### src/sfc_pkg.sv
// sfc_pkg: shared types and constants for the sfc32 bounded random block
// no dependencies
package sfc_pkg;

  localparam int FracBits    = 16;
  localparam int WarmupSteps = 16;

  localparam logic [31:0] ResetFirst  = 32'h4A3B6035;
  localparam logic [31:0] ResetSecond = 32'h99555606;
  localparam logic [31:0] ResetThird  = 32'h6F603421;
  localparam logic [31:0] ResetCount  = 32'd16;

  typedef enum logic [2:0] {
    CMD_SEED    = 3'd0,
    CMD_RAW     = 3'd1,
    CMD_FRAC    = 3'd2,
    CMD_BYTE    = 3'd3,
    CMD_KEY     = 3'd4,
    CMD_RANGE   = 3'd5,
    CMD_NONZERO = 3'd6,
    CMD_NONE    = 3'd7
  } cmd_t;

  typedef enum logic [3:0] {
    ST_IDLE,
    ST_WARM,
    ST_DRAW,
    ST_KMUL,
    ST_KCHK,
    ST_MOD,
    ST_KDRAW,
    ST_KMUL2,
    ST_KCHK2,
    ST_OUT
  } state_t;

  // controller to datapath
  typedef struct packed {
    logic load;      // capture input transaction, seed words load here
    logic seed;      // restart warm-up count
    logic step;      // advance generator
    logic mul;       // register product of word and limit
    logic mod_start; // start threshold remainder
    logic mod_step;  // one restoring division step
    logic fin;       // form the result
    logic out_take;  // result taken
  } dp_cmd_t;

  // datapath to controller
  typedef struct packed {
    cmd_t cmd;
    logic limit_zero;
    logic low_lt_limit;
    logic low_lt_thresh;
    logic word_zero;
    logic mod_done;
    logic warm_done;
  } dp_stat_t;

endpackage

### src/sfc_ctrl.sv
// sfc_ctrl: controller state machine for the sfc32 bounded random block
// depends on sfc_pkg
module sfc_ctrl import sfc_pkg::*; (
  input  logic     clk,
  input  logic     rst_n,
  input  logic     in_valid,
  output logic     in_ready,
  output logic     out_valid,
  input  logic     out_ready,
  input  dp_stat_t stat,
  output dp_cmd_t  cmd
);

  state_t state_r, state_nxt;

  // state register
  always_ff @(posedge clk) begin
    if (!rst_n) state_r <= ST_IDLE;
    else        state_r <= state_nxt;
  end

  // next state and commands
  always_comb begin
    state_nxt = state_r;
    cmd       = '0;
    in_ready  = 1'b0;
    out_valid = 1'b0;
    unique case (state_r)
      ST_IDLE: begin
        in_ready = 1'b1;
        if (in_valid) begin
          cmd.load  = 1'b1;
          state_nxt = ST_DRAW;
        end
      end
      ST_DRAW: begin
        unique case (stat.cmd)
          CMD_SEED: begin
            cmd.seed  = 1'b1;
            state_nxt = ST_WARM;
          end
          CMD_RAW, CMD_FRAC, CMD_BYTE: begin
            cmd.step  = 1'b1;
            state_nxt = ST_OUT;
          end
          CMD_NONZERO: begin
            cmd.step = 1'b1;
            if (!stat.word_zero) state_nxt = ST_OUT;
          end
          CMD_KEY, CMD_RANGE: begin
            if (stat.limit_zero) state_nxt = ST_OUT;
            else begin
              cmd.step  = 1'b1;
              state_nxt = ST_KMUL;
            end
          end
          default: state_nxt = ST_OUT;
        endcase
        if (state_nxt == ST_OUT) cmd.fin = 1'b1;
      end
      ST_WARM: begin
        if (stat.warm_done) begin
          cmd.fin   = 1'b1;
          state_nxt = ST_OUT;
        end else cmd.step = 1'b1;
      end
      ST_KMUL: begin
        cmd.mul   = 1'b1;
        state_nxt = ST_KCHK;
      end
      ST_KCHK: begin
        if (stat.low_lt_limit) begin
          cmd.mod_start = 1'b1;
          state_nxt     = ST_MOD;
        end else begin
          cmd.fin   = 1'b1;
          state_nxt = ST_OUT;
        end
      end
      ST_MOD: begin
        if (stat.mod_done) state_nxt = ST_KCHK2;
        else cmd.mod_step = 1'b1;
      end
      ST_KCHK2: begin
        if (stat.low_lt_thresh) state_nxt = ST_KDRAW;
        else begin
          cmd.fin   = 1'b1;
          state_nxt = ST_OUT;
        end
      end
      ST_KDRAW: begin
        cmd.step  = 1'b1;
        state_nxt = ST_KMUL2;
      end
      ST_KMUL2: begin
        cmd.mul   = 1'b1;
        state_nxt = ST_KCHK2;
      end
      ST_OUT: begin
        out_valid = 1'b1;
        if (out_ready) begin
          cmd.out_take = 1'b1;
          state_nxt    = ST_IDLE;
        end
      end
      default: state_nxt = ST_IDLE;
    endcase
  end

endmodule

### src/sfc_dp.sv
// sfc_dp: generator state, multiplier, divider and result register
// depends on sfc_pkg
module sfc_dp import sfc_pkg::*; (
  input  logic        clk,
  input  logic        rst_n,
  input  logic [2:0]  in_command,
  input  logic [31:0] in_seed_first,
  input  logic [31:0] in_seed_second,
  input  logic [31:0] in_seed_third,
  input  logic [1:0]  in_seed_num,
  input  logic [31:0] in_arg_a,
  input  logic [31:0] in_arg_b,
  input  dp_cmd_t     cmd,
  output dp_stat_t    stat,
  output logic [31:0] out_value
);

  localparam int WarmW = $clog2(WarmupSteps + 1);

  logic [31:0] first_r, second_r, third_r, count_r;
  cmd_t        cmd_r;
  logic [31:0] lo_r, limit_r, word_r, value_r;
  logic        neg_r;
  logic [63:0] prod_r;
  logic [31:0] rem_r, quo_r, thresh_r;
  logic [5:0]  mod_cnt_r;
  logic        mod_busy_r;
  logic [WarmW-1:0] warm_r;

  logic [31:0] t_word;
  logic [31:0] lim_key, lim_rng, a_lo, a_hi;
  logic        swap;
  logic [32:0] rem_sh;

  // one generator step output
  assign t_word = first_r + second_r + count_r;

  // limit for key and range
  assign swap    = $signed(in_arg_b) < $signed(in_arg_a);
  assign a_lo    = swap ? in_arg_b : in_arg_a;
  assign a_hi    = swap ? in_arg_a : in_arg_b;
  assign lim_key = in_arg_a[31] ? (32'd0 - in_arg_a) : in_arg_a;
  assign lim_rng = a_hi - a_lo + 32'd1;

  // generator state, seed words load with the accepted transaction
  always_ff @(posedge clk) begin
    if (!rst_n) begin
      first_r  <= ResetFirst;
      second_r <= ResetSecond;
      third_r  <= ResetThird;
      count_r  <= ResetCount;
    end else if (cmd.load && (in_command == CMD_SEED)) begin
      count_r  <= 32'd1;
      third_r  <= (in_seed_num > 2'd0) ? in_seed_first  : 32'd0;
      second_r <= (in_seed_num > 2'd1) ? in_seed_second : 32'd0;
      first_r  <= (in_seed_num > 2'd2) ? in_seed_third  : 32'd0;
    end else if (cmd.step) begin
      count_r  <= count_r + 32'd1;
      first_r  <= second_r ^ (second_r >> 9);
      second_r <= third_r * 32'd9;
      third_r  <= {third_r[10:0], third_r[31:11]} + t_word;
    end
  end

  // captured transaction
  always_ff @(posedge clk) begin
    if (!rst_n) cmd_r <= CMD_NONE;
    else if (cmd.load) cmd_r <= cmd_t'(in_command);
  end

  always_ff @(posedge clk) begin
    if (cmd.load) begin
      neg_r   <= (in_command == CMD_KEY) && in_arg_a[31];
      lo_r    <= (in_command == CMD_RANGE) ? a_lo : 32'd0;
      limit_r <= (in_command == CMD_RANGE) ? lim_rng : lim_key;
    end
    if (cmd.step) word_r <= t_word;
    if (cmd.mul)  prod_r <= {32'd0, word_r} * {32'd0, limit_r};
  end

  // warm-up counter
  always_ff @(posedge clk) begin
    if (!rst_n)       warm_r <= '0;
    else if (cmd.seed) warm_r <= '0;
    else if (cmd.step) warm_r <= warm_r + 1'b1;
  end

  // restoring division of (2^32 - limit) by limit, one bit per cycle
  assign rem_sh = {rem_r, quo_r[31]};
  always_ff @(posedge clk) begin
    if (!rst_n) begin
      mod_busy_r <= 1'b0;
      mod_cnt_r  <= '0;
    end else if (cmd.mod_start) begin
      mod_busy_r <= 1'b1;
      mod_cnt_r  <= '0;
    end else if (cmd.mod_step) begin
      mod_cnt_r <= mod_cnt_r + 6'd1;
    end
  end

  always_ff @(posedge clk) begin
    if (cmd.mod_start) begin
      rem_r <= '0;
      quo_r <= 32'd0 - limit_r;
    end else if (cmd.mod_step) begin
      quo_r <= {quo_r[30:0], 1'b0};
      if (rem_sh >= {1'b0, limit_r}) rem_r <= rem_sh[31:0] - limit_r;
      else                           rem_r <= rem_sh[31:0];
    end
  end
  assign thresh_r = rem_r;

  // result register
  always_ff @(posedge clk) begin
    if (cmd.fin) begin
      unique case (cmd_r)
        CMD_RAW, CMD_NONZERO: value_r <= t_word;
        CMD_FRAC:  value_r <= t_word >> (32 - FracBits);
        CMD_BYTE:  value_r <= t_word >> 24;
        CMD_KEY, CMD_RANGE: begin
          if (limit_r == 32'd0) value_r <= lo_r;
          else if (neg_r) value_r <= 32'd0 - prod_r[63:32];
          else            value_r <= prod_r[63:32] + lo_r;
        end
        default: value_r <= 32'd0;
      endcase
    end
  end

  assign out_value = value_r;

  always_comb begin
    stat               = '0;
    stat.cmd           = cmd_r;
    stat.limit_zero    = (limit_r == 32'd0);
    stat.low_lt_limit  = prod_r[31:0] < limit_r;
    stat.low_lt_thresh = prod_r[31:0] < thresh_r;
    stat.word_zero     = (t_word == 32'd0);
    stat.mod_done      = mod_busy_r && (mod_cnt_r == 6'd32);
    stat.warm_done     = (warm_r == WarmW'(WarmupSteps));
  end

endmodule

### src/sfc32_bounded_random.sv
// sfc32_bounded_random: top level joining controller and datapath
// depends on sfc_pkg, sfc_ctrl, sfc_dp
//
// channel  direction  handshake              payload
// in       input      in_valid / in_ready    command, seed words, seed_num, arg_a, arg_b
// out      output     out_valid / out_ready  value
//
// one transaction at a time; raw, fraction, byte: a generator step, then the result
// seed: a warm-up of 16 generator steps and the done check
// key and range: draw, multiply and check, plus the bit-serial remainder and its
// check when the low product half is under the limit, plus a redraw per retry
// synchronous active-low reset loads the default generator state
// a stalled result holds the block until taken
module sfc32_bounded_random import sfc_pkg::*; (
  input  logic        clk,
  input  logic        rst_n,
  input  logic        in_valid,
  output logic        in_ready,
  input  logic [2:0]  in_command,
  input  logic [31:0] in_seed_first,
  input  logic [31:0] in_seed_second,
  input  logic [31:0] in_seed_third,
  input  logic [1:0]  in_seed_num,
  input  logic signed [31:0] in_arg_a,
  input  logic signed [31:0] in_arg_b,
  output logic        out_valid,
  input  logic        out_ready,
  output logic [31:0] out_value
);

  dp_cmd_t  cmd;
  dp_stat_t stat;

  sfc_ctrl u_ctrl (
    .clk, .rst_n, .in_valid, .in_ready, .out_valid, .out_ready,
    .stat, .cmd
  );

  sfc_dp u_dp (
    .clk, .rst_n, .in_command, .in_seed_first, .in_seed_second, .in_seed_third,
    .in_seed_num, .in_arg_a, .in_arg_b, .cmd, .stat, .out_value
  );

  // never ready and valid together
  a_excl: assert property (@(posedge clk) disable iff (!rst_n)
    !(in_ready && out_valid)) else $error("ready while result pending");

  // a result leaves only through the handshake
  a_hold: assert property (@(posedge clk) disable iff (!rst_n)
    out_valid && !out_ready |=> out_valid && $stable(out_value))
    else $error("result dropped");

  // an accepted transaction blocks further input next cycle
  a_busy: assert property (@(posedge clk) disable iff (!rst_n)
    in_valid && in_ready |=> !in_ready) else $error("double accept");

endmodule

### config.mk
export PLATFORM = sky130hd
export DESIGN_NAME = sfc32_bounded_random
export DESIGN_NICKNAME = d
export VERILOG_FILES = /design/src/sfc_pkg.sv /design/src/sfc_ctrl.sv /design/src/sfc_dp.sv /design/src/sfc32_bounded_random.sv
export SDC_FILE = /design/constraint.sdc
export NUM_CORES = 2
export LEC_CHECK = 0
export BUFFER_PORTS_ARGS = -buffer_cell sky130_fd_sc_hd__buf_2
export CORE_MARGIN = 2
export CORE_UTILIZATION = 40
export CTS_BUF_LIST = sky130_fd_sc_hd__clkbuf_8
export CTS_CLUSTER_SIZE = 24
export DETAILED_ROUTE_END_ITERATION = 8
export HOLD_SLACK_MARGIN = 0.12
export PLACE_DENSITY = 0.57
export SYNTH_ARGS = -nofsm -noshare
export SYNTH_HDL_FRONTEND = slang
export SYNTH_HIERARCHICAL = 1
export SYNTH_SLANG_ARGS = --single-unit
### constraint.sdc
create_clock -name clk -period 21 [get_ports clk]
set_input_delay 4.2 -clock clk [delete_from_list [all_inputs] [get_ports clk]]
set_output_delay 4.2 -clock clk [all_outputs]
set_load 0.05 [all_outputs]
==> impl_metrics.tcl <==
set metrics [dict create \
    finalSetupViolCount 0 \
    ctsHoldBuffers 0 \
    antenna_found_initial 14 \
    detail-route-antenna-nets 0 \
    grt_pass1_wl_mm 345.4 \
    clock-sinks 404 \
    drv_slew 0 \
    cts_inserted_buffers 83 \
    drv_cap 0 \
    ff_latch_area_um2 10340 \
    multiInputGateArea_um2 49650 \
    drc 0 \
    portBuffers 202 \
    cp_data_required_time_ps 21530 \
    vias_per_cell 5.609 \
    die_area_um2 166500 \
    relSlewSlack 0.04279 \
    rsz0062_at_grt "no" \
    start_kind "input port" \
    die_y_um 408.1 \
    grt_max_degree 72 \
    fmax_mhz 100.9 \
    dp_hpwl_mm 163.4 \
    syn_area_per_cell_um2 8.871 \
    htreeDepth 3 \
    tns_ps 0 \
    finalCritPeriodShare 0.4721 \
    endpoint_kind "flop" \
    crit_start "in_arg_a[8]" \
    cts_tree "done" \
    whs_path_depth 2 \
    tightest_slew_ps 1431 \
    die_w_um 408.1 \
    drtIter0Drc 4684 \
    nets 9044 \
    syn-cell-area_um2 65310 \
    hp-start "u_dp/mod_cnt_r[5]" \
    grt_pass1_vias 55369 \
    finalHoldViolations 0 \
    crit_type "input port to flop" \
    ctsResizeCount 0 \
    grt_usage 0.2719 \
    path_max_fanout 14 \
    status "finished, final reports clean" \
    rows 148 \
    wl_per_cell_um 23.59 \
    ioPinCount 203 \
    initial_core_util 0.4022 \
    core_area_um2 162400 \
    place.gp.congestion 0.9372 \
    clkLatencyLatePin_ps 800 \
    nFillCells 16273 \
    postCtsSetupBuffers 0 \
    path_clk_slew_ps 60 \
    crit_arrival_ps 10440 \
    vias 53929 \
    first_pass_iters 5 \
    yosys_warnings 6 \
    routed_wl_mm 226.8 \
    layout_min_cycle_time_ps 9914 \
    cts-root-buf "clkbuf_8" \
    r2r_start "u_dp/word_r[17]" \
    syn_to_final_growth_pct 7.684 \
    grt_overflow_total 0 \
    clock_skew_ps 74.39 \
    clockBufferDepth 3 \
    hold_path.class "flop to flop" \
    rr_worst_depth 25 \
    drive_above_1_share 0.07130 \
    synth_nets 9038 \
    syn_inst 7362 \
]
[worst max-delay path, stage by stage]
cell	delay (ps)
buf_2	130
inv_1	70
ha_1	320
o21ai_0	100
a21oi_1	200
nand3_1	120
a211oi_1	370
nand3b_1	210
a21oi_1	130
o31ai_1	430
o21ai_0	260
o21ai_4	260
nand2_1	100
o22ai_1	150
ha_1	210
inv_1	60
fa_1	390
nor2b_1	120
o21ai_0	100
a21boi_0	440
o211ai_1	280
a21oi_1	310
a21oi_1	170
o21ai_0	610
a31oi_1	230
o21ai_0	230
xnor2_1	140
o21ai_0	80
[final cells by class]
type / instances / share of cell area
diodes: 7 / 0.0002491
well taps: 2175 / 0.03869
flip-flops and latches: 404 / 0.1470
clock inverters: 58 / 0.007561
multi-input cells: 5515 / 0.7059
inverters: 1048 / 0.05593
clock buffers: 92 / 0.01800
repair buffers: 316 / 0.02661
[state kept, by name, indices dropped and copies added (netlist names)]
register and flops:
u_dp/second_r 32, u_dp/lo_r 32, u_dp/count_r 32, u_dp/out_value 32, u_dp/mod_cnt_r 6, u_dp/neg_r 1, u_dp/limit_r 32, u_dp/quo_r 32
u_dp/cmd_r 3, u_dp/warm_r 5, u_ctrl/state_r 4, u_dp/word_r 32, u_dp/prod_r 64, u_dp/first_r 32, u_dp/rem_r 32, u_dp/mod_busy_r 1
u_dp/third_r 32
[final timing paths]
path              slack (ps)                end
setup / recovery       11090   u_dp/limit_r[31]
hold / removal           510  u_dp/mod_cnt_r[5]
setup reg to reg       11430    u_dp/prod_r[58]
hold reg to reg          510  u_dp/mod_cnt_r[5]
[routing by layer]
layer / track usage / up-vias / wire length (um)
li1: - / 24107 / -
met5: 0 / - / 24
met1: 0.3487 / 27202 / 92270
met4: 0.1007 / 4 / 9421
met3: 0.04246 / 486 / 16120
met2: 0.4613 / 2130 / 109000
[metrics by stage]
stage | hold WS (ps) | worst slack, ps | area [um2] | cells | util
floorplan | 440.2 | 11770 | 65310 | 7362 | -
global route | 543.2 | 10640 | 70310 | 9609 | 0.4330
detailed placement | 496.4 | 10450 | 68500 | 9457 | 0.4218
global placement | 469.4 | 10420 | 68500 | 9457 | 0.4218
finish | 513.0 | 11090 | 70330 | 9615 | 0.4331
CTS | 507.9 | 11290 | 70300 | 9607 | 0.4329
[cell usage in the layout (no fill, tap or decap), drive strengths merged, types with 15 or more instances in the layout]
cell / n
inv: 1073
fa: 933
nand2: 759
and2: 637
ha: 574
a21oi: 380
nor2: 360
buf: 315
o21ai: 261
edfxtp: 225
xnor2: 199
dfxtp: 179
a21o: 160
xor2: 148
nand3: 104
clkbuf: 92
nand2b: 79
nor3: 76
mux2i: 60
a221oi: 55
a211oi: 54
o211ai: 53
nand4: 50
and3: 49
a31oi: 46
o21a: 42
nor2b: 40
o21bai: 36
mux2: 34
o22ai: 32
nor4: 31
o31ai: 29
clkinv: 22
or3: 21
or4: 17
or2: 15
Power is left out: the tool's default activity adds up to more than one toggle a clock period on the data nets, which glitch-free logic cannot reach.
